[config.mk]
export PLATFORM = sky130hd
export DESIGN_NAME = drpi_cordic
export DESIGN_NICKNAME = d
export VERILOG_FILES = /design/src/sv/drpi_pkg.sv /design/src/sv/drpi_cordic.sv
export SDC_FILE = /design/constraint.sdc
export NUM_CORES = 1
export LEC_CHECK = 0
export ABC_AREA = 1
export BUFFER_PORTS_ARGS = -buffer_cell sky130_fd_sc_hd__buf_4
export CAP_MARGIN = 15
export CELL_PAD_IN_SITES_DETAIL_PLACEMENT = 1
export CELL_PAD_IN_SITES_GLOBAL_PLACEMENT = 1
export CORE_ASPECT_RATIO = 0.75
export CORE_MARGIN = 2
export CORE_UTILIZATION = 48
export DETAILED_ROUTE_END_ITERATION = 16
export GPL_ROUTABILITY_DRIVEN = 0
export PLACE_DENSITY_LB_ADDON = 0.15
export SETUP_SLACK_MARGIN = 0.2
export SYNTH_ARGS = -nofsm -noshare
export SYNTH_HDL_FRONTEND = slang
export SYNTH_SLANG_ARGS = --single-unit
[constraint.sdc]
create_clock -name clock -period 11.2 [get_ports clock]
set_input_delay 3.36 -clock clock [delete_from_list [all_inputs] [get_ports clock]]
set_output_delay 3.36 -clock clock [all_outputs]
set_load 0.02 [all_outputs]
[src/sv/drpi_pkg.sv]
// shared types, constants and the arctangent table for the pose integrator
`timescale 1ns / 1ps

package drpi_pkg;

   localparam int CSR_IDX_W = 4;
   localparam int SCALE_W   = 24;
   localparam int ATAN_IDX_W = 5;

   localparam logic [CSR_IDX_W-1:0] CSR_VEL_SCALE = CSR_IDX_W'(0);
   localparam logic [CSR_IDX_W-1:0] CSR_YAW_SCALE = CSR_IDX_W'(1);

   localparam logic [SCALE_W-1:0] VEL_SCALE_RST = SCALE_W'(27053);
   localparam logic [SCALE_W-1:0] YAW_SCALE_RST = SCALE_W'(166886);

   // cordic start value, gain 0.60725 in q2.30
   localparam logic signed [31:0] CORDIC_GAIN = 32'sd652032874;

   localparam logic signed [31:0] POS_MAX = 32'sh7fff_ffff;
   localparam logic signed [31:0] POS_MIN = 32'sh8000_0000;
   localparam logic signed [15:0] QUAT_MAX = 16'sd16384;
   localparam logic signed [15:0] QUAT_MIN = -16'sd16384;

   typedef struct packed {
      logic signed [15:0] pulse;
      logic signed [15:0] yaw_rate;
      logic [15:0]        dt;
   } req_type;

   typedef struct packed {
      logic signed [31:0] x_pos;
      logic signed [31:0] y_pos;
      logic [31:0]        heading;
      logic signed [15:0] quat_z;
      logic signed [15:0] quat_w;
      logic signed [31:0] speed;
      logic signed [15:0] yaw_rate_out;
   } rsp_type;

   typedef enum logic [4:0] {
      ST_IDLE,
      ST_MUL_SPD,
      ST_RND_SPD,
      ST_CORD_HDG,
      ST_MUL_VC,
      ST_RND_VC,
      ST_MUL_VS,
      ST_RND_VS,
      ST_MUL_DX,
      ST_RND_DX,
      ST_MUL_DY,
      ST_RND_DY,
      ST_MUL_RD,
      ST_MUL_DTH,
      ST_RND_DTH,
      ST_HALF_START,
      ST_CORD_HALF,
      ST_EMIT
   } state_type;

   // atan(2^-i) in binary angle units, full turn is 2^32
   function automatic logic [31:0] atan_entry(input logic [ATAN_IDX_W-1:0] idx);
      logic [31:0] v;
      case (idx)
         5'd0:  v = 32'd536870912;
         5'd1:  v = 32'd316933406;
         5'd2:  v = 32'd167458907;
         5'd3:  v = 32'd85004756;
         5'd4:  v = 32'd42667331;
         5'd5:  v = 32'd21354465;
         5'd6:  v = 32'd10679838;
         5'd7:  v = 32'd5340245;
         5'd8:  v = 32'd2670163;
         5'd9:  v = 32'd1335087;
         5'd10: v = 32'd667544;
         5'd11: v = 32'd333772;
         5'd12: v = 32'd166886;
         5'd13: v = 32'd83443;
         5'd14: v = 32'd41722;
         5'd15: v = 32'd20861;
         5'd16: v = 32'd10430;
         5'd17: v = 32'd5215;
         5'd18: v = 32'd2608;
         5'd19: v = 32'd1304;
         5'd20: v = 32'd652;
         5'd21: v = 32'd326;
         5'd22: v = 32'd163;
         5'd23: v = 32'd81;
         5'd24: v = 32'd41;
         5'd25: v = 32'd20;
         5'd26: v = 32'd10;
         5'd27: v = 32'd5;
         5'd28: v = 32'd3;
         5'd29: v = 32'd1;
         5'd30: v = 32'd1;
         default: v = 32'd0;
      endcase
      return v;
   endfunction

endpackage

[src/sv/drpi_cordic.sv]
// iterative cordic rotator giving sine and cosine of a binary angle in q2.30
`timescale 1ns / 1ps

module drpi_cordic import drpi_pkg::*; #(
   parameter int ITERS = 16
) (
   input  logic               clock,
   input  logic               reset,
   input  logic               start,
   input  logic [31:0]        angle,
   output logic               busy,
   output logic signed [31:0] sin_q,
   output logic signed [31:0] cos_q
);

   logic                  busy_ff, busy_in;
   logic [ATAN_IDX_W-1:0] cnt_ff, cnt_in;
   logic signed [31:0]    x_ff, x_in;
   logic signed [31:0]    y_ff, y_in;
   logic signed [31:0]    z_ff, z_in;
   logic                  flip_ff, flip_in;

   logic signed [31:0] x_sh;
   logic signed [31:0] y_sh;
   logic signed [31:0] atan_v;
   logic [31:0]        fold_sum;
   logic               fold;
   logic               last;

   assign x_sh   = x_ff >>> cnt_ff;
   assign y_sh   = y_ff >>> cnt_ff;
   assign atan_v = signed'(atan_entry(cnt_ff));
   assign last   = (cnt_ff == ATAN_IDX_W'(ITERS - 1));

   // fold into [-pi/2, pi/2) by adding pi, negate the result afterwards
   assign fold_sum = angle + 32'h4000_0000;
   assign fold     = fold_sum[31];

   always_comb begin
      busy_in = busy_ff;
      cnt_in  = cnt_ff;
      x_in    = x_ff;
      y_in    = y_ff;
      z_in    = z_ff;
      flip_in = flip_ff;
      if (start) begin
         busy_in = 1'b1;
         cnt_in  = '0;
         x_in    = CORDIC_GAIN;
         y_in    = '0;
         z_in    = fold ? signed'(angle + 32'h8000_0000) : signed'(angle);
         flip_in = fold;
      end else if (busy_ff) begin
         if (!z_ff[31]) begin
            x_in = x_ff - y_sh;
            y_in = y_ff + x_sh;
            z_in = z_ff - atan_v;
         end else begin
            x_in = x_ff + y_sh;
            y_in = y_ff - x_sh;
            z_in = z_ff + atan_v;
         end
         cnt_in = cnt_ff + 1'b1;
         if (last) begin
            busy_in = 1'b0;
         end
      end
   end

   always_ff @(posedge clock) begin
      if (reset) begin
         busy_ff <= 1'b0;
      end else begin
         busy_ff <= busy_in;
      end
   end

   always_ff @(posedge clock) begin
      cnt_ff  <= cnt_in;
      x_ff    <= x_in;
      y_ff    <= y_in;
      z_ff    <= z_in;
      flip_ff <= flip_in;
   end

   assign busy  = busy_ff;
   assign cos_q = flip_ff ? -x_ff : x_ff;
   assign sin_q = flip_ff ? -y_ff : y_ff;

endmodule

==> out/metrics.csv <==
metric;value;unit
GRT overflow;0;
relative slew slack;29.1;%
area taken by multi-input logic gates;12600;um2
post_cts resized;0;
total clock sinks;133;
Die Span X;223;um
Post-DP HPWL;55.7;mm
fraction of layout cells with a size suffix above 1;7.26;%
vias in the first global route;20700;
final setup violation count;0;
area of the core;35700;um2
Non-Filler Instances;3414;
Initial DRT Pass Iterations;7;
syn_area_per_cell;5.92;um2
Worst Hold Class;register to register;
WL final;72.7;mm
via count;20900;
pins over their slew limit;0;
# H-tree levels;4;
dpl cells;3381;
leak pwr;9.55;nW
GR Util All Layers;38.2;%
vias per std cell;6.12;
synthesis-stage register bit count;133;
CTS Buf Count;17;
Syn Nets;3077;
Max-Cap Viols;0;
drt drc;0;
Top Ports;100;
die area;37600;um2
CTS tree;built;
prevailing post-synth register cell;dfxtp_1;
Warnings, synthesis;0;
Pwr Density;310;nW/um2
Synth area leaders;nand2_1 16%, nand3_1 13%, dfxtp_1 12%, ha_1 8.2%, xor2_1 6.9%;
dpl ws;4250;ps
largest fanout on the critical path;5;
Tcrit/Tclk final;66.1;%
drt initial violations;2011;
Seq/Total Area, Yosys;17.3;%
actual slew at the worst max-slew pin;1060;ps
Power Total;5.82;mW
WHS;625;ps
final instance area;18800;um2
Setup Buffers After CTS;0;
Initial Util;48.5;%
top cell type's share of synthesized area;16.1;%
peak supply drop;0.169;mV
post-route core utilization;52.7;%
first-pass GRT wire length;114;mm
RSZ-0062 raised after global routing;false;
clock buffer depth;2;
Fin. Hold Viols;0;
Synth Instances;2925;
FP Rows;60;
final setup margin;3800;ps
Synth cell types;57;
max frequency;135;MHz
PortBufs;99;
WP data required;7840;ps
number of synthesized flops with an enable pin;33;
Synth-to-Final Area Change;8.55;%
post-layout min period;7400;ps
DR WL/cell;21.3;um
pin count of the biggest net entering global routing;87;
largest area contributor in the netlist;nand2_1;
CTS clk-pin slew, worst paths;70;ps
CP Capture Type;primary output;
Setup Skew;15.9;ps
crit path kind;register to primary output;
CP Launch Type;register;
Synth Cell Area;17300;um2
setup_tns;0;ps
fraction of registers with async set/reset;0;%
Clock Tree Root;clkbuf_16;
Clk Latency, worst-skew pair;470;ps
# fillers;5097;
Placed Area;18200;um2
outcome;completed;
initial antenna violation count;2;
Reg area;3000;um2
Post-DRT Antenna Nets;0;
hold buffers post-CTS;0;
# nets final;3087;
Die Height;168;um
Worst Path Arrival;4040;ps
## path summary, 6_finish.rpt
kind	endpoint	slack [ps]	cells after the start	from
setup reg to reg	y_ff[31]$_SDFFE_PP0P_	4730	32	cnt_ff[0]$_SDFFE_PP0P_
hold reg to reg	x_ff[1]$_SDFFE_PP1P_	630	2	x_ff[1]$_SDFFE_PP1P_
hold / removal	x_ff[1]$_SDFFE_PP1P_	630	2	x_ff[1]$_SDFFE_PP1P_
setup / recovery	cos_q[30]	3800	15	x_ff[1]$_SDFFE_PP1P_
## synthesized netlist by cell type (8+ instances only)
cell and count:
o21a_1 8, nor2_1 270, nor4_1 10, o211ai_1 11, xnor2_1 50, a21boi_0 9, buf_1 10, buf_4 9
nor3_1 52, buf_2 33, ha_1 114, o21ai_1 19, o21ai_0 142, a31oi_1 22, edfxtp_1 33, or2_2 24
a21oi_1 206, nand2_1 741, o31ai_1 9, clkbuf_1 69, inv_1 293, nand4_1 20, xor2_1 136, dfxtp_1 100
nand3_1 433
## power by group
part           leakage [nW]  total (mW)  internal [mW]  switching, mW
sequential             1.16       0.852          0.640          0.212
combinational          8.10        4.34           1.47           2.87
clock                 0.291       0.621          0.337          0.284
total                  9.55        5.82           2.45           3.37
## layout make-up
class / instances / share of cell area [%]
multi-input cells: 2361 / 67.0
clock buffers: 19 / 2.31
repair buffers: 117 / 4.68
well taps: 465 / 3.10
inverters: 305 / 6.12
flip-flops and latches: 133 / 16.0
clock inverters: 13 / 0.879
diodes: 1 / 0.0133
## state kept, by name (all words and copies together) (netlist names)
signal and flops:
atan_v 30, busy 1, cnt_ff 5, flip_ff 1
x_ff 32, y_ff 32, z_ff 32
## placed cells by master, fill, tap and decap left out, types with 33 or more instances in the layout
cell type | netlist | layout
a21oi_1 | 206 | 206
buf_4 | 9 | 117
nand3_1 | 433 | 433
xor2_1 | 136 | 136
nand2_1 | 741 | 741
xnor2_1 | 50 | 50
dfxtp_1 | 100 | 97
nor3_1 | 52 | 52
ha_1 | 114 | 114
nor2_1 | 270 | 270
edfxtp_1 | 33 | 33
o21ai_0 | 142 | 142
inv_1 | 293 | 290
## logic make-up (layout without fill, tap and decap cells)
group | count (synthesis) | in the layout | synth area share (%)
AND/OR/NAND/NOR | 1583 | 1583 | 39.4
AO/OA/AOI/OAI | 475 | 475 | 15.3
buffers and inverters | 431 | 454 | 10.0
XOR/XNOR | 186 | 186 | 9.41
flip-flops | 133 | 133 | 17.3
adder cells (fa/ha/maj) | 117 | 117 | 8.59
other | 0 | 1 | 0
## worst max-delay path: stages (launching register included)
cell and delay (ps):
dfxtp_1 360, inv_1 140, ha_1 190, nand3_1 160, nor3_1 420, nand3_1 210, nor3_1 320, nand3_1 170
nor3_1 270, nand2_1 150, nand2_1 110, o21ai_0 220, nor2_1 340, o21ai_0 170, xor2_1 170, buf_4 180
## per-layer routing
| layer | GRT usage, % | up-vias | wire length [um] |
|---|---|---|---|
| met2 | 59.3 | 919 | 31300 |
| met3 | 8.81 | 118 | 7150 |
| met5 | 0 | - | 0 |
| li1 | - | 9719 | - |
| met4 | 9.42 | 0 | 1550 |
| met1 | 53.5 | 10100 | 32700 |
(Power assumes the default switching activity.)
